--- config.mk ---
export PLATFORM = sky130hd
export DESIGN_NAME = samt_ram
export DESIGN_NICKNAME = d
export VERILOG_FILES = /design/src/rtl/samt_ram.sv
export SDC_FILE = /design/constraint.sdc
export NUM_CORES = 1
export LEC_CHECK = 0
export ABC_AREA = 1
export CORE_MARGIN = 2
export CORE_UTILIZATION = 40
export DETAILED_ROUTE_END_ITERATION = 10
export DONT_BUFFER_PORTS = 1
export GPL_TIMING_DRIVEN = 0
export PLACE_DENSITY = 0.59
export SKIP_LAST_GASP = 1
export SYNTH_ARGS = -nofsm -noshare
export SYNTH_HDL_FRONTEND = slang
export SYNTH_SLANG_ARGS = --single-unit
--- constraint.sdc ---
create_clock -name i_clk -period 2.3 [get_ports i_clk]
set_clock_uncertainty 0.1 [all_clocks]
set_input_delay 0 -clock i_clk [delete_from_list [all_inputs] [get_ports i_clk]]
set_output_delay 0 -clock i_clk [all_outputs]
set_load 0.05 [all_outputs]
--- src/rtl/samt_ram.sv ---
// ----------------------------------------------------------------------------
// samt_ram
// Generic single write port, single read port RAM with registered read data.
// ----------------------------------------------------------------------------
module samt_ram #(
    parameter int WIDTH = 8,
    parameter int DEPTH = 64
) (
    input  logic                     i_clk,
    input  logic                     i_wr_en,
    input  logic [$clog2(DEPTH)-1:0] i_wr_addr,
    input  logic [WIDTH-1:0]         i_wr_data,
    input  logic                     i_rd_en,
    input  logic [$clog2(DEPTH)-1:0] i_rd_addr,
    output logic [WIDTH-1:0]         o_rd_data
);

    logic [WIDTH-1:0] r_mem [DEPTH];
    logic [WIDTH-1:0] r_rd_data;

    // write port
    always_ff @(posedge i_clk) begin
        if (i_wr_en) begin
            r_mem[i_wr_addr] <= i_wr_data;
        end
    end

    // registered read port
    always_ff @(posedge i_clk) begin
        if (i_rd_en) begin
            r_rd_data <= r_mem[i_rd_addr];
        end
    end

    assign o_rd_data = r_rd_data;

endmodule

==> impl_metrics.toml, run 1 <==
[run_status]
status = "finished clean"

[setup_path]
path_depth = 4
timing.critical_path.from_type = "input port"
worst-endpoint-required_ns = 2.42
crit_path_buf_inv_count = 2
timing.reg2reg.worst_path_depth = 8
worst_path_dominant_cell_family = "simple AND/OR/NAND/NOR gates"
critPathSlowestCell = "sky130_fd_sc_hd__nor2_1"
worst_path_cell_trace = "clkbuf_1 > inv_1 > nand4_1 > nor2_1"
timing.critical_path.slowest_cell_delay_ns = 0.95
critical_path_peak_fanout = 9
crit_path_end_kind = "flop"
worst_ep_arrival_time_ns = 2.10
timing_worst_setup_path_type = "input port to flop"

[global_route]
global_route.overflow_total = 0
grt.met2_usage_pct = 35.8
initial_antenna_violation_count = 1
grt_pass1_wl_um = 92000
grt_pass1_vias = 13618
grt.met1_usage_pct = 31.9
grt-busiest-layer = "met2"
gr-usage-met3_pct = 3.35
grt_usage_pct = 22.5
grt_max_degree = 65

[pwr]
netSwitchingFraction_pct = 23.7
power-per-cell-area_nw_per_um2 = 815
vdd_drop_max_uv = 598
combinationalPowerShare_pct = 7.3
post-layout-total-power_mw = 19.8
power_switching_mw = 4.70
seqPwrFrac_pct = 53.4
power.share.clock_pct = 39.3
internal-power_mw = 15.1
p_leak_nw = 8.69

[placement]
globalplace.congestion = 1.03
pre_cts_ws_ns = -0.230
numPlacedInstances = 2501
hpwlAfterDp_um = 41800
numPortBuffers = 0

[logic_synthesis]
synthDominantAreaCellType = "sky130_fd_sc_hd__edfxtp_1"
synth_seq_cells = 520
yosys-top-cells-area = "sky130_fd_sc_hd__edfxtp_1, sky130_fd_sc_hd__nand2_1, sky130_fd_sc_hd__nand3_1"
synth_cells = 1805
synth_top_cell_area_share_pct = 72.9
synthesis.area_sq_um = 21400
post_synth_num_cell_types = 15
synth.avg_cell_area_sq_um = 11.9
ys_warn_count = 0
postSynth.topFlopCell = "sky130_fd_sc_hd__edfxtp_1"
synth.yosys.seq_area_share_pct = 72.9
yosys.cell_count.top_type = "sky130_fd_sc_hd__nand2_1"
synth-async-reset-ratio_pct = 0
synth_enable_flop_cells = 520
mappedNetlistNets = 1828
synthTopCellsByCount = "sky130_fd_sc_hd__nand2_1, sky130_fd_sc_hd__edfxtp_1, sky130_fd_sc_hd__nand3_1, sky130_fd_sc_hd__nor2_1, sky130_fd_sc_hd__buf_2"

[floorplanning]
dieHeight_um = 235
core_region_sq_um = 52800
number_of_top_level_design_ports = 31
placementRows = 84
floorplan.initialDensity_pct = 40.6
die-area_sq_um = 55400
die_w_um = 235

[routing]
vias = 14532
post_route_drc = 0
drt-pass1-iter-count = 6
vias_per_cell = 5.54
route.detailed.wl_per_inst_um = 24.1
drt_iter0_drc = 1893
finalWirelength_um = 63200
number_of_nets_with_antenna_violations_after_detailed_routing = 0

[timing]
setup_slack_ns = 0.324
max_freq_mhz = 506
max-slew-margin-rel_pct = 32.5
unrepaired_setup_endpoints_after_global_routing = "no"
final_min_period_over_clock_period_pct = 85.9
slew_violations = 0
timing.final.setup_violations = 0
final_setup_tns_ns = 0
final.min_clock_period_ns = 1.98
hold_viol = 0
worst-slew-pin-transition_ns = 1.01

[final_layout]
area_delta_synth_final_pct = 13.5
design.final.nets = 1917
final_cell_count_no_fill = 2622
fraction_of_layout_instances_using_a_drive_strength_above_1_pct = 9.11

[cts]
cts.repair.resized = 0
worst_setup_hold_path_clk_slew_ns = 0.06
cts-root-buf = "sky130_fd_sc_hd__clkbuf_16"
clk_latency_ns = 0.62
cts_tree = "done"
htree_num_levels = 2
total_clock_buffers_created_by_cts = 52
ctsLongestPathBuffers = 3
count_of_clock_tree_sinks = 520

[hold_path]
timing.hold.worst.class = "input port to flop"
worst_hold_path.num_cells = 3

[job]
number_of_maximum_capacitance_constraint_violations = 0
timing repair:
item / 4_1_cts / 5_1_grt
endpoints found under the hold margin: 538 / 0
hold buffers: 27 / 0
setup endpoints to repair: 0 / 0
setup buffers: 0 / 0
kinds of logic (layout without fill, tap and decap cells):
| kind of cell | count (synthesis) | count (layout) | share of synthesized area, % |
|---|---|---|---|
| buf+inv | 125 | 252 | 4.01 |
| other cells | 0 | 2 | 0 |
| flops | 520 | 520 | 72.9 |
| simple gates | 1160 | 1160 | 23.1 |
layout make-up:
| type | count | area, sq um |
|---|---|---|
| Antenna cell | 2 | 5.00 |
| Buffer | 113 | 808 |
| Clock buffer | 69 | 1390 |
| Clock inverter | 23 | 110 |
| Fill cell | 4789 | 28500 |
| Inverter | 12 | 50.0 |
| Multi-Input combinational cell | 1160 | 5000 |
| Sequential cell | 520 | 15600 |
| Tap cell | 688 | 861 |
| Timing Repair Buffer | 35 | 470 |
metal layers:
layer  part of all wire, %  routed length [um]
met3                   8.3                5270
met2                    47               29500
met1                    42               26600
met4                   3.1                1940
met5                     0                   0
power by group through the flow:
stage	logic, mW	clock network, mW	registers, mW
4_1_cts	1.43	7.81	10.6
3_5_place_dp	1.18	0	10.8
5_1_grt	1.55	8.20	10.6
2_1_floorplan	0.737	0	10.8
6_report	1.45	7.79	10.6
3_3_place_gp	1.16	0	10.8
cells in the final DEF, fill, tap and decap left out, types with 3 or more instances in the layout:
cell type	n
sky130_fd_sc_hd__clkinv_1	14
sky130_fd_sc_hd__nand2_1	648
sky130_fd_sc_hd__inv_6	3
sky130_fd_sc_hd__nand4_1	9
sky130_fd_sc_hd__buf_16	8
sky130_fd_sc_hd__buf_4	22
sky130_fd_sc_hd__buf_2	37
sky130_fd_sc_hd__clkbuf_1	31
sky130_fd_sc_hd__clkbuf_16	53
sky130_fd_sc_hd__nand3_1	439
sky130_fd_sc_hd__dlygate4sd3_1	19
sky130_fd_sc_hd__buf_1	10
sky130_fd_sc_hd__clkinv_2	5
sky130_fd_sc_hd__nor4_2	8
sky130_fd_sc_hd__edfxtp_1	520
sky130_fd_sc_hd__inv_1	10
sky130_fd_sc_hd__buf_6	35
sky130_fd_sc_hd__nor2_1	56
final timing paths:
| path | start | endpoint | slack [ns] |
|---|---|---|---|
| min | i_wr_addr[2] | r_mem[50][4]$_DFFE_PP_ | 0.04 |
| min reg2reg | r_mem[40][2]$_DFFE_PP_ | o_rd_data[2]$_DFFE_PP_ | 0.87 |
| max reg2reg | r_mem[23][1]$_DFFE_PP_ | o_rd_data[1]$_DFFE_PP_ | 0.49 |
| max | i_wr_addr[0] | r_mem[40][4]$_DFFE_PP_ | 0.32 |
stage by stage:
stage	area, sq um	hold WS [ns]	utilization, %
after detailed placement	22400	0.00567	42.4
after global placement	22300	0.00607	42.2
final	24300	0.0370	46.1
after CTS	24300	0.00806	46.1
after floorplan	21400	-0.00113	-
after global routing	24300	0.0634	46.1
worst register-to-register path: stages, from the launching register on:
cell	delay [ns]
sky130_fd_sc_hd__edfxtp_1	0.37
sky130_fd_sc_hd__nand2_1	0.08
sky130_fd_sc_hd__nand3_1	0.07
sky130_fd_sc_hd__nand3_1	0.18
sky130_fd_sc_hd__nand2_1	0.08
sky130_fd_sc_hd__nand2_1	0.07
sky130_fd_sc_hd__nand3_1	0.17
sky130_fd_sc_hd__nand3_1	0.27
sky130_fd_sc_hd__nand2_1	0.15
state kept, by name (all words and copies together), names as in the netlist:
signal and flops:
r_mem 512, o_rd_data 8
Power figures use the tool's default switching activity.
==> run 2: changes to the inputs <==
==> constraint.sdc (replaced) <==
create_clock -name i_clk -period 2.3 [get_ports i_clk]
set_clock_uncertainty 0.1 [all_clocks]
set_input_delay 0.345 -clock i_clk [delete_from_list [all_inputs] [get_ports i_clk]]
set_output_delay 0.345 -clock i_clk [all_outputs]
set_load 0.05 [all_outputs]
==> impl_metrics.toml, run 2 (synthesis results as in run 1) <==
[pwr]
p_leak_nw = 8.60
power-per-cell-area_nw_per_um2 = 819
combinationalPowerShare_pct = 7.2
vdd_drop_max_uv = 592
power.share.clock_pct = 39.4
power_switching_mw = 4.68
internal-power_mw = 15.1
netSwitchingFraction_pct = 23.7
seqPwrFrac_pct = 53.5

[cts]
ctsLongestPathBuffers = 3
clk_latency_ns = 0.62
worst_setup_hold_path_clk_slew_ns = 0.06
cts-root-buf = "sky130_fd_sc_hd__clkbuf_16"
count_of_clock_tree_sinks = 520
postCtsSetupRepairBufs = 0
htree_num_levels = 2
total_clock_buffers_created_by_cts = 52
cts_tree = "done"

[floorplanning]
number_of_top_level_design_ports = 31
die_w_um = 235
floorplan.initialDensity_pct = 40.6
die-area_sq_um = 55400
dieHeight_um = 235
placementRows = 84
core_region_sq_um = 52800

[setup_path]
critical_path_peak_fanout = 9
timing.critical_path.from_type = "input port"
worst_ep_arrival_time_ns = 2.46
r2r_start = "r_mem[23][1]$_DFFE_PP_"
worst-endpoint-required_ns = 2.43
regToRegSetupSlack_ns = 0.50
cp-endpoint = "r_mem[36][0]$_DFFE_PP_"
timing.reg2reg.worst_path_depth = 8
r2r_end = "o_rd_data[1]$_DFFE_PP_"
timing_worst_setup_path_type = "input port to flop"
crit_path_end_kind = "flop"
crit_path_start = "i_wr_addr[0]"

[final_layout]
area_delta_synth_final_pct = 12.7
design.final.nets = 1899
num-fill-cells = 4794
largest_reg_flops = 512
mostFrequentLayoutCells = "sky130_fd_sc_hd__nand2_1, sky130_fd_sc_hd__edfxtp_1, sky130_fd_sc_hd__nand3_1"
fraction_of_layout_instances_using_a_drive_strength_above_1_pct = 9.56
mostFrequentLayoutCell = "sky130_fd_sc_hd__nand2_1"
registers.top_by_ff_count = "r_mem"

[placement]
pre_cts_ws_ns = -0.575
globalplace.congestion = 1.03
hpwlAfterDp_um = 41800
numPortBuffers = 0

[routing]
number_of_nets_with_antenna_violations_after_detailed_routing = 0
drt-pass1-iter-count = 6
route.detailed.wl_per_inst_um = 24.1
vias = 14475
post_route_drc = 0
vias_per_cell = 5.56
finalWirelength_um = 62800
drt_iter0_drc = 1931

[run_status]
status = "complete, but fails checks"
violated_checks = "negative setup slack"

[timing]
max-slew-margin-rel_pct = 33.5
final_min_period_over_clock_period_pct = 101
hold_viol = 0
timing.final.setup_violations = 24
unrepaired_setup_endpoints_after_global_routing = "yes"
final.min_clock_period_ns = 2.33
max_freq_mhz = 429
final_setup_tns_ns = -0.391
worst-slew-pin-transition_ns = 0.994
setup_slack_ns = -0.0307
slew_violations = 0

[hold_path]
timing.hold.worst.class = "input port to flop"

[global_route]
grt_usage_pct = 22.5
grt_max_degree = 65
grt_pass1_wl_um = 91600
global_route.overflow_total = 0
grt_pass1_vias = 13518
initial_antenna_violation_count = 1

[job]
number_of_maximum_capacitance_constraint_violations = 0
run 2: changes by cell type in the layout (fill, tap and decap cells not counted), sizes merged:
cell         change
dlygate4sd3     -18
run 2: how the worst min path moves through the flow:
stage / cells after the start / endpoint / slack, ns / from
floorplan: 0 / r_mem[0][0]$_DFFE_PP_ / 0.34 / i_wr_data[0]
global placement: 0 / r_mem[36][0]$_DFFE_PP_ / 0.35 / i_wr_data[0]
CTS: 1 / r_mem[54][7]$_DFFE_PP_ / 0.02 / i_wr_data[7]
detailed placement: 0 / r_mem[36][6]$_DFFE_PP_ / 0.35 / i_wr_data[6]
finish: 1 / r_mem[61][4]$_DFFE_PP_ / 0.02 / i_wr_data[4]
global route: 1 / r_mem[54][7]$_DFFE_PP_ / 0.02 / i_wr_data[7]
run 2: metrics by stage:
stage               cell area (sq um)  hold slack, ns  cells  total power [mW]  utilization [%]
floorplan                       21400           0.344   1805              11.5                -
detailed placement              22400           0.351   2501              12.0             42.4
global placement                22300           0.351   2493              11.9             42.2
finish                          24100          0.0196   2604              19.8             45.8
CTS                             24100          0.0198   2602              19.8             45.7
global route                    24100          0.0197   2602              20.3             45.7
run 2: power by group through the flow:
stage,Combinational [mW],Clock [mW],Sequential [mW]
detailed placement,1.18,0,10.8
finish,1.42,7.78,10.6
floorplan,0.737,0,10.8
global route,1.52,8.20,10.6
CTS,1.40,7.81,10.6
global placement,1.16,0,10.8
run 2: area by class of cell:
cell class                 instances  area, sq um  share of cell area, %
tap                              688          861                   3.57
buffer                           113          808                   3.35
inverter                          12         50.0                  0.207
sequential                       520        15600                   64.7
multi-input combinational       1160         5010                   20.8
timing repair buffer              17          290                   1.20
clock inverter                    23          110                  0.456
antenna                            2         5.00                 0.0207
clock buffer                      69         1390                   5.74
run 2: critical path, stage by stage:
cell	delay [ns]
sky130_fd_sc_hd__clkbuf_1	0.23
sky130_fd_sc_hd__inv_1	0.33
sky130_fd_sc_hd__nand4_1	0.58
sky130_fd_sc_hd__nor2_1	0.97
run 2: what timing repair did:
| item | 4_1_cts | 5_1_grt |
|---|---|---|
| setup endpoints to repair | 0 | 59 |
| hold endpoints to repair | 520 | 0 |
| hold buffers | 9 | 0 |
| resized for setup | 0 | 7 |
run 2: routing by layer:
| layer | GRT usage, % | vias to the layer above | part of all wire (%) |
|---|---|---|---|
| met3 | 3.56 | 105 | 7.6 |
| met1 | 31.7 | 7224 | 43 |
| met4 | 7.18 | 0 | 2.8 |
| met2 | 35.7 | 638 | 47 |
| met5 | 0 | - | 0 |
| li1 | - | 6508 | - |
