===== src/rtl/samt_pkg.sv =====
// ----------------------------------------------------------------------------
// samt_pkg
// Shared types and constants for the secure address mapping table: request
// and response beats, the stored slot word, operation codes and scan states.
// ----------------------------------------------------------------------------
package samt_pkg;

    // width of the reported slot index
    localparam int IDX_OUT_W = 6;

    // operation codes
    typedef enum logic [1:0] {
        OP_ADD         = 2'd0,
        OP_LOOKUP_ADDR = 2'd1,
        OP_LOOKUP_SEC  = 2'd2,
        OP_REMOVE      = 2'd3
    } t_op;

    // request beat
    typedef struct packed {
        t_op         operation;
        logic [47:0] address_key;
        logic [63:0] secure_high;
        logic [63:0] secure_low;
        logic [63:0] ident_high;
        logic [63:0] ident_low;
    } t_in;

    // response beat
    typedef struct packed {
        logic                 found;
        logic [IDX_OUT_W-1:0] slot_index;
        logic [47:0]          address_out;
        logic [63:0]          secure_high_out;
        logic [63:0]          secure_low_out;
        logic [63:0]          ident_high_out;
        logic [63:0]          ident_low_out;
    } t_out;

    // one stored slot, valid mark included
    typedef struct packed {
        logic        valid;
        logic [47:0] address;
        logic [63:0] secure_high;
        logic [63:0] secure_low;
        logic [63:0] ident_high;
        logic [63:0] ident_low;
    } t_slot;

    // compare unit result for one slot
    typedef struct packed {
        logic match;
        logic free;
    } t_cmp;

    // sequencer states
    typedef enum logic [2:0] {
        ST_CLEAR,
        ST_IDLE,
        ST_SCAN,
        ST_DONE,
        ST_RESP
    } t_state;

endpackage


===== src/rtl/samt_cmp.sv =====
// ----------------------------------------------------------------------------
// samt_cmp
// Shared key compare unit: checks one slot word against the request keys
// under the rules of the current operation.
// ----------------------------------------------------------------------------
module samt_cmp (
    input  samt_pkg::t_in   i_req,
    input  samt_pkg::t_slot i_slot,
    output samt_pkg::t_cmp  o_res
);

    logic addr_eq;
    logic sec_eq;

    // key equality
    assign addr_eq = (i_slot.address == i_req.address_key);
    assign sec_eq  = (i_slot.secure_high == i_req.secure_high) &&
                     (i_slot.secure_low == i_req.secure_low);

    // add sees stale slots too, the others valid slots only
    always_comb begin
        o_res = '0;
        case (i_req.operation)
            samt_pkg::OP_ADD: begin
                o_res.match = addr_eq || sec_eq;
                o_res.free  = !i_slot.valid;
            end
            samt_pkg::OP_LOOKUP_ADDR, samt_pkg::OP_REMOVE: begin
                o_res.match = i_slot.valid && addr_eq;
            end
            samt_pkg::OP_LOOKUP_SEC: begin
                o_res.match = i_slot.valid && sec_eq;
            end
            default: begin
                o_res = '0;
            end
        endcase
    end

endmodule


===== config.mk =====
export PLATFORM = sky130hd
export DESIGN_NAME = samt_cmp
export DESIGN_NICKNAME = d
export VERILOG_FILES = /design/src/rtl/samt_pkg.sv /design/src/rtl/samt_cmp.sv
export SDC_FILE = /design/constraint.sdc
export NUM_CORES = 1
export LEC_CHECK = 0
export BUFFER_PORTS_ARGS = -buffer_cell sky130_fd_sc_hd__buf_4
export CAP_MARGIN = 20
export CELL_PAD_IN_SITES_DETAIL_PLACEMENT = 1
export CELL_PAD_IN_SITES_GLOBAL_PLACEMENT = 1
export CORE_AREA = 4 4 237 239
export DETAILED_ROUTE_END_ITERATION = 8
export DIE_AREA = 0 0 241 243
export PLACE_DENSITY_LB_ADDON = 0.1
export SLEW_MARGIN = 20
export SYNTH_ARGS = -nofsm -noshare
export SYNTH_HDL_FRONTEND = slang
export SYNTH_SLANG_ARGS = --single-unit
export TNS_END_PERCENT = 30

===== constraint.sdc =====
create_clock -name vclk -period 2.8
set_input_delay 0.7 -clock vclk [all_inputs]
set_output_delay 0.7 -clock vclk [all_outputs]
set_load 0.01 [all_outputs]

==> impl_metrics.env, run 1 <==
export IMPL_vias_per_cell=2.45
export IMPL_period_share_pct=112
export IMPL_drc=0
export IMPL_hold_buffers=0
export IMPL_diodes=0
export IMPL_drt_iter0_markers=16
export IMPL_synth_cells=240
export IMPL_grt_first_pass_wirelength_um=24200
export IMPL_rows=85
export IMPL_place_congestion=0.655
export IMPL_required_ps=2100
export IMPL_ff_latch_area_um2=0
export IMPL_yosysWarnings=0
export IMPL_vdd_ir_drop_max_uv=41.9
export IMPL_crit_type="primary input to primary output"
export IMPL_track_usage_pct=5.51
export IMPL_syn_area_mm2=0.00196
export IMPL_violations="negative setup slack"
export IMPL_switching_share_pct=34.3
export IMPL_num_fill_cells=6425
export IMPL_p_int_w=0.000455
export IMPL_die_w_um=241
export IMPL_io_pins=613
export IMPL_wire_per_inst_um=13.5
export IMPL_fin_area_mm2=0.00586
export IMPL_port_buffers=357
export IMPL_drive_gt1_share_pct=64.7
export IMPL_core_region_area_mm2=0.0538
export IMPL_setup_violations=1
export IMPL_slew_viol_final=0
export IMPL_ys_types=11
export IMPL_fmax_mhz=319
export IMPL_dieHeight_um=243
export IMPL_nClkBuffers=0
export IMPL_arrival_ps=2440
export IMPL_worstMarginPinSlew_ps=356
export IMPL_utilization_pct=10.9
export IMPL_power_frac_seq_pct=0
export IMPL_nNetsFinal=1233
export IMPL_finalWirelength_um=17800
export IMPL_hold_class="primary input to primary output"
export IMPL_relSlewSlack_pct=76.1
export IMPL_p_sw_w=0.000238
export IMPL_rsz0062_at_grt="true"
export IMPL_area_growth_pct=199
export IMPL_drtPass1Iterations=2
export IMPL_ys_seq_area_share_pct=0
export IMPL_leakagePower_nw=2.67
export IMPL_antenna_left=0
export IMPL_dp_worst_setup_slack_ps=-539
export IMPL_fin_ws_ps=-337
export IMPL_fin_crit_ps=3140
export IMPL_p_comb_share_pct=100.0
export IMPL_multi_input_area_mm2=0.00209
export IMPL_synth_top_area_share_pct=78.8
export IMPL_initial_utilization_pct=3.64
export IMPL_antenna_found_initial=3
export IMPL_dieArea_mm2=0.0586
export IMPL_design_seq_count=0
export IMPL_synthesis_nets=851
export IMPL_status="finished with violations"
export IMPL_critPathLaunchType="primary input"
export IMPL_setup_worst_path_end_class="primary output"
export IMPL_grt_max_degree=4
export IMPL_place_hpwl_um=17300
export IMPL_synthTopCellsByArea="xor2_1 79%, nor4_1 14%, nand4_1 3.5%, nor4_2 1.3%, o211ai_2 0.64%"
export IMPL_vias=3226
export IMPL_finalPower_w=0.000694
export IMPL_pwr_share_clk_pct=0
export IMPL_grt_pass1_vias=3685
export IMPL_placed_area_mm2=0.00568
export IMPL_maxCapViolations=0
export IMPL_syn_mean_instance_area_um2=8.15
export IMPL_p_per_area_mw_per_mm2=118
export IMPL_post_cts_buffers=0
export IMPL_gr_total_overflow=0
export IMPL_crit_fanout=2
export IMPL_hold_viol_final=0
export IMPL_yosysTopAreaCell="xor2_1"
[synthesized netlist by cell type, drive strengths merged]
cell type / n
a21oi: 1
nand3: 1
nand4: 11
nand4b: 1
nor2: 1
nor3: 1
nor4: 46
o211ai: 1
or2: 1
xor2: 176
[worst max-delay path, stage by stage]
cell and delay [ps]:
buf_4 110, xor2_1 160, nor4_2 310, buf_4 160
nand4_1 170, nor4_4 290, buf_4 170, a21oi_2 60
o211ai_2 160, buf_6 140
[cell usage in the layout, fill, tap and decap left out]
cell type and count:
buf_4 371, xor2_1 172, nor4_1 32, nor4_2 12
nand4_1 11, buf_6 8, xor2_2 3, nor4_4 2
or2_2 1, xor2_4 1, nor3_1 1, a21oi_2 1
nand3_1 1, nand4b_1 1, o211ai_2 1, nor2_1 1
buf_8 1
[cell families (layout without fill, tap and decap cells)]
family	count (synthesis)	in the layout	synth area share [%]
buffers and inverters	0	380	0
AOI/OAI and AO/OA	2	2	0.895
xor gates and xnor gates	176	176	78.8
and+or+nand+nor	62	62	20.3
[layout make-up]
cell class	count	area share (%)
timing repair buffer	380	49.4
multi-input combinational	240	35.8
tap	696	14.9
[worst paths after layout]
kind | start | endpoint | slack [ps] | cells past startpoint
setup / recovery | i_req[246] | o_res[1] | -340 | 10
hold / removal | i_slot[304] | o_res[0] | 1700 | 3
[stage by stage]
step	cells	setup TNS (ps)	hold slack, ps
finish	1316	-337	1700
floorplan	240	0	1450
global placement	1316	-525	1700
detailed placement	1316	-539	1710
CTS	1316	-481	1710
global route	1316	-499	1710
[power by group through the flow]
stage                     Combinational (W)  Clock, W  Sequential, W
after detailed placement           0.000682         0              0
after global routing               0.000763         0              0
after floorplan                    0.000180         0              0
final                              0.000694         0              0
after CTS                          0.000698         0              0
after global placement             0.000683         0              0
[repair_timing]
action | 4_1_cts | 5_1_grt
pin swaps | 12 | 11
endpoints found under the setup margin | 1 | 1
gates resized for setup | 14 | 16
[per-layer routing]
layer | global-route usage, % | wire length [µm] | vias to the layer above
li1 | - | - | 1597
met1 | 5.77 | 6240 | 1398
met2 | 9.84 | 8470 | 217
met3 | 3.53 | 3010 | 8
met4 | 0.152 | 63 | 6
met5 | 0 | 31 | -
Power figures use the tool's default switching activity.
==> run 2, diff against run 1 <==
--- a/config.mk
+++ b/config.mk
@@ -7,12 +7,11 @@
 export LEC_CHECK = 0
 export BUFFER_PORTS_ARGS = -buffer_cell sky130_fd_sc_hd__buf_4
 export CAP_MARGIN = 20
-export CELL_PAD_IN_SITES_DETAIL_PLACEMENT = 1
-export CELL_PAD_IN_SITES_GLOBAL_PLACEMENT = 1
-export CORE_AREA = 4 4 237 239
+export CORE_AREA = 4 4 238 240
 export DETAILED_ROUTE_END_ITERATION = 8
-export DIE_AREA = 0 0 241 243
+export DIE_AREA = 0 0 242 244
 export PLACE_DENSITY_LB_ADDON = 0.1
+export REMOVE_ABC_BUFFERS = 1
 export SLEW_MARGIN = 20
 export SYNTH_ARGS = -nofsm -noshare
 export SYNTH_HDL_FRONTEND = slang
==> constraint.sdc (replaced) <==
create_clock -name vclk -period 2.8
set_input_delay 0.7 -clock vclk [all_inputs]
set_output_delay 0.7 -clock vclk [all_outputs]
set_load 0.1 [all_outputs]
==> impl_metrics.env, run 2 (synthesized netlist as in run 1, its figures left out) <==
export IMPL_status="finished with violations"
export IMPL_violations="negative setup slack"
export IMPL_place_hpwl_um=16500
export IMPL_worstMarginPinSlew_ps=467
export IMPL_core_region_area_mm2=0.0547
export IMPL_drtPass1Iterations=4
export IMPL_final_common_cell="buf_4"
export IMPL_rsz0062_at_grt="true"
export IMPL_wire_per_inst_um=12.9
export IMPL_pwr_share_clk_pct=0
export IMPL_gr_total_overflow=0
export IMPL_fmax_mhz=298
export IMPL_grt_max_degree=4
export IMPL_post_cts_buffers=0
export IMPL_place_congestion=0.696
export IMPL_critPathLaunchType="primary input"
export IMPL_cp_cell_sequence="buf_4 > xor2_1 > nor4_2 > buf_4 > nand4_1 > nor4_4 > buf_4 > a21oi_2 > o211ai_2 > buf_12"
export IMPL_finalWirelength_um=17000
export IMPL_drive_gt1_share_pct=62.7
export IMPL_cp_slowest_cell="nor4_4"
export IMPL_die_w_um=242
export IMPL_numPlacedInstances=1320
export IMPL_vias=3150
export IMPL_track_usage_pct=5.30
export IMPL_slew_viol_final=0
export IMPL_dieArea_mm2=0.0590
export IMPL_dieHeight_um=244
export IMPL_max_stage_delay_ps=410
export IMPL_antenna_left=0
export IMPL_crit_fanout=2
export IMPL_vdd_ir_drop_max_uv=34.4
export IMPL_grt_pass1_vias=3535
export IMPL_period_share_pct=120
export IMPL_mostFrequentLayoutCells="371 x buf_4, 176 x xor2_1, 39 x nor4_1, 11 x nand4_1, 6 x nor4_2"
export IMPL_p_int_w=0.000445
export IMPL_io_pins=613
export IMPL_p_per_area_mw_per_mm2=118
export IMPL_antenna_found_initial=1
export IMPL_p_comb_share_pct=100.0
export IMPL_relSlewSlack_pct=68.6
export IMPL_path_delay_family="simple AND/OR/NAND/NOR gates"
export IMPL_drc=0
export IMPL_nClkBuffers=0
export IMPL_power_frac_seq_pct=0
export IMPL_fin_crit_ps=3360
export IMPL_drt_iter0_markers=17
export IMPL_port_buffers=357
export IMPL_crit_buf_inv=4
export IMPL_fin_ws_ps=-559
export IMPL_p_sw_w=0.000231
export IMPL_hold_class="primary input to primary output"
export IMPL_maxCapViolations=0
export IMPL_path_common_cell="buf_4"
export IMPL_required_ps=2100
export IMPL_vias_per_cell=2.39
export IMPL_arrival_ps=2660
export IMPL_initial_utilization_pct=3.58
export IMPL_diodes=0
export IMPL_switching_share_pct=34.2
export IMPL_setup_violations=1
export IMPL_hold_buffers=0
export IMPL_leakagePower_nw=2.63
export IMPL_ff_latch_area_um2=0
export IMPL_crit_type="primary input to primary output"
export IMPL_dp_worst_setup_slack_ps=-937
export IMPL_final_cell_count_no_fill=1320
export IMPL_design_seq_count=0
export IMPL_rows=86
export IMPL_nNetsFinal=1229
export IMPL_hold_viol_final=0
export IMPL_grt_first_pass_wirelength_um=23600
export IMPL_area_growth_pct=193
export IMPL_setup_worst_path_end_class="primary output"
==> run 2: cell types whose count changed in the layout (fill, tap and decap cells not counted), sizes merged <==
cell,delta
buf,-4
==> run 2: timing repair <==
action	4_1_cts	5_1_grt
setup endpoints to repair	1	1
pin swaps	5	3
resized for setup	9	5
==> run 2: power by group through the flow <==
stage               Sequential, W  Combinational (W)  Clock (W)
global route                    0           0.000743          0
CTS                             0           0.000690          0
detailed placement              0           0.000684          0
global placement                0           0.000685          0
finish                          0           0.000676          0
floorplan                       0           0.000183          0
==> run 2: area by class of cell <==
cell class | instances | area, µm²
fill | 6401 | 48900
tap | 704 | 881
multi-input combinational | 240 | 2000
timing repair buffer | 376 | 2850
==> run 2: tightest hold or removal path, cell delays in order <==
cell	delay, ps
buf_4	100
nor2_1	40
buf_4	220
==> run 2: metrics by stage <==
stage | hold WS, ps | total power [W] | TNS (ps) | cell area, µm² | utilization, %
finish | 1770 | 0.000676 | -559 | 5730 | 10.5
global route | 1780 | 0.000743 | -731 | 5730 | 10.5
CTS | 1770 | 0.000690 | -695 | 5700 | 10.4
floorplan | 1740 | 0.000183 | -562 | 1960 | -
detailed placement | 1760 | 0.000684 | -937 | 5660 | 10.4
global placement | 1760 | 0.000685 | -871 | 5660 | 10.4
==> run 2: routing by layer <==
layer  share of wire [%]  vias up  GRT usage, %  routed length (µm)
li1                    -     1594             -                   -
met1                  36     1316          5.72                6180
met2                  49      236          9.66                8410
met3                  14        2          3.02                2440
met4               0.012        2             0                   2
met5               0.076        -             0                  13
==> run 2: path summary, 6_finish.rpt <==
kind | startpoint | end | slack [ps] | cells past startpoint
worst min-delay path | i_slot[304] | o_res[0] | 1770 | 3
worst max-delay path | i_req[216] | o_res[1] | -560 | 10
==> run 3, diff against run 2 <==
--- a/config.mk
+++ b/config.mk
@@ -5,11 +5,12 @@
 export SDC_FILE = /design/constraint.sdc
 export NUM_CORES = 1
 export LEC_CHECK = 0
+export ABC_AREA = 1
 export BUFFER_PORTS_ARGS = -buffer_cell sky130_fd_sc_hd__buf_4
 export CAP_MARGIN = 20
-export CORE_AREA = 4 4 238 240
+export CORE_AREA = 4 4 236 238
 export DETAILED_ROUTE_END_ITERATION = 8
-export DIE_AREA = 0 0 242 244
+export DIE_AREA = 0 0 240 242
 export PLACE_DENSITY_LB_ADDON = 0.1
 export REMOVE_ABC_BUFFERS = 1
 export SLEW_MARGIN = 20
==> impl_metrics.env, run 3 <==
export IMPL_initial_utilization_pct=4.64
export IMPL_setup_violations=1
export IMPL_synthTopCellsByArea="xnor2_1 53%, nand2_1 28%, nor2_1 9.1%, inv_1 8.0%, nand4_1 0.50%"
export IMPL_path_delay_family="simple AND/OR/NAND/NOR gates"
export IMPL_diodes=0
export IMPL_place_congestion=0.678
export IMPL_cp_startpoint="i_req[247]"
export IMPL_fin_ws_ps=-42.7
export IMPL_vdd_ir_drop_max_uv=36.5
export IMPL_min_to="o_res[0]"
export IMPL_fmax_mhz=352
export IMPL_place_hpwl_um=18300
export IMPL_path_common_cell="nand2_2"
export IMPL_finalWirelength_um=19000
export IMPL_crit_buf_inv=4
export IMPL_hold_buffers=0
export IMPL_syn_mean_instance_area_um2=5.44
export IMPL_p_int_w=0.000543
export IMPL_dieHeight_um=242
export IMPL_min_path_cells=3
export IMPL_hold_viol_final=0
export IMPL_required_ps=2100
export IMPL_cp_slowest_cell="buf_12"
export IMPL_die_w_um=240
export IMPL_vias=3812
export IMPL_nClkBuffers=0
export IMPL_ys_types=8
export IMPL_synth_top_area_share_pct=53.2
export IMPL_wire_per_inst_um=12.5
export IMPL_yosys_top_cells_count="187 x nand2_1, 151 x xnor2_1, 60 x nor2_1"
export IMPL_relSlewSlack_pct=80.9
export IMPL_switching_share_pct=35.4
export IMPL_design_seq_count=0
export IMPL_status="finished with violations"
export IMPL_cp_cell_sequence="buf_4 > xnor2_1 > buf_4 > nand2_1 > nor2_2 > nand2_4 > nor2_4 > nand2_2 > nor2_1 > buf_4 > nand2_4 > nand2_2 > nand2_2 > nand2_2 > buf_12"
export IMPL_hold_class="primary input to primary output"
export IMPL_cp_depth=15
export IMPL_grt_max_degree=4
export IMPL_port_buffers=357
export IMPL_vias_per_cell=2.52
export IMPL_leakagePower_nw=3.00
export IMPL_yosysMostFrequentCell="nand2_1"
export IMPL_maxCapViolations=0
export IMPL_p_per_area_mw_per_mm2=131
export IMPL_yosysWarnings=0
export IMPL_min_from="i_slot[304]"
export IMPL_dieArea_mm2=0.0581
export IMPL_period_share_pct=102
export IMPL_mostFrequentLayoutCells="350 x buf_4, 176 x nand2_1, 128 x xnor2_1, 53 x inv_1, 49 x nor2_1"
export IMPL_fin_crit_ps=2840
export IMPL_area_growth_pct=158
export IMPL_power_frac_seq_pct=0
export IMPL_ff_latch_area_um2=0
export IMPL_slew_viol_final=0
export IMPL_placed_area_mm2=0.00607
export IMPL_nNetsFinal=1432
export IMPL_p_sw_w=0.000298
export IMPL_yosysTopAreaCell="xnor2_1"
export IMPL_fin_area_mm2=0.00641
export IMPL_drive_gt1_share_pct=50.1
export IMPL_grt_first_pass_wirelength_um=25800
export IMPL_violations="negative setup slack"
export IMPL_ys_seq_area_share_pct=0
export IMPL_crit_fanout=2
export IMPL_crit_type="primary input to primary output"
export IMPL_post_cts_buffers=0
export IMPL_holdWs_ps=1750
export IMPL_antenna_found_initial=8
export IMPL_rows=85
export IMPL_pwr_share_clk_pct=0
export IMPL_grt_pass1_vias=4108
export IMPL_p_comb_share_pct=100.0
export IMPL_gr_total_overflow=0
export IMPL_critPathLaunchType="primary input"
export IMPL_drc=0
export IMPL_max_stage_delay_ps=170
export IMPL_drtPass1Iterations=3
export IMPL_worstMarginPinSlew_ps=288
export IMPL_antenna_left=0
export IMPL_core_region_area_mm2=0.0536
export IMPL_final_common_cell="buf_4"
export IMPL_rsz0062_at_grt="true"
export IMPL_setup_worst_path_end_class="primary output"
export IMPL_track_usage_pct=5.96
export IMPL_arrival_ps=2140
export IMPL_syn_area_mm2=0.00249
export IMPL_drt_iter0_markers=49
export IMPL_synth_cells=457
export IMPL_io_pins=613
-- run 3: changes by cell type after synthesis, moves of 2 or more --
cell,previous run,this run
nor4_2,2,0
nand4_1,11,2
inv_1,0,53
nor4_1,44,0
xor2_1,176,0
xnor2_1,0,151
nor2_1,1,60
nand2_1,0,187
-- run 3: worst max-delay path by stage --
stage,endpoint,slack [ps]
3_3_place_gp,o_res[1],-480
6_report,o_res[1],-40
5_1_grt,o_res[1],-210
4_1_cts,o_res[1],-100
3_5_place_dp,o_res[1],-530
2_1_floorplan,o_res[0],-30
-- run 3: area by class of cell --
type / count / area, µm²
Multi-Input combinational cell: 404 / 2570
Fill cell: 6308 / 47200
Timing Repair Buffer: 362 / 2770
Tap cell: 696 / 871
Inverter: 53 / 199
-- run 3: timing repair --
action                                  4_1_cts  5_1_grt
endpoints found under the setup margin        1        1
gates resized for setup                      40       28
pin swaps                                    28       23
-- run 3: cell families (layout without fill, tap and decap cells) --
kind of cell	after synthesis	in the layout	synth area share, %
buffers and inverters	53	415	8.00
AND/OR/NAND/NOR	252	252	38.5
AO/OA/AOI/OAI	1	1	0.352
XOR/XNOR	151	151	53.2
-- run 3: metal layers --
metal  vias up  routed length [µm]  track usage [%]
met5         -                 103                0
met3        16                2380             2.61
met4        16                  16                0
li1       2049                   -                -
met1      1521                7730             7.10
met2       210                8750             10.6
-- run 3: through the flow --
stage	total power (W)	TNS, ps	util (%)	setup slack (ps)	std cells
after CTS	0.000842	-99.4	11.7	-99.4	1515
after detailed placement	0.000810	-525	11.3	-525	1515
after global routing	0.000934	-205	12.0	-205	1515
final	0.000841	-42.7	12.0	-42.7	1515
after global placement	0.000804	-483	11.3	-483	1515
after floorplan	0.000303	-30.1	-	-30.1	457
-- run 3: power groups by stage --
stage	registers, W	logic [W]	clock network [W]
after floorplan	0	0.000303	0
after global placement	0	0.000804	0
after detailed placement	0	0.000810	0
after CTS	0	0.000842	0
after global routing	0	0.000934	0
final	0	0.000841	0
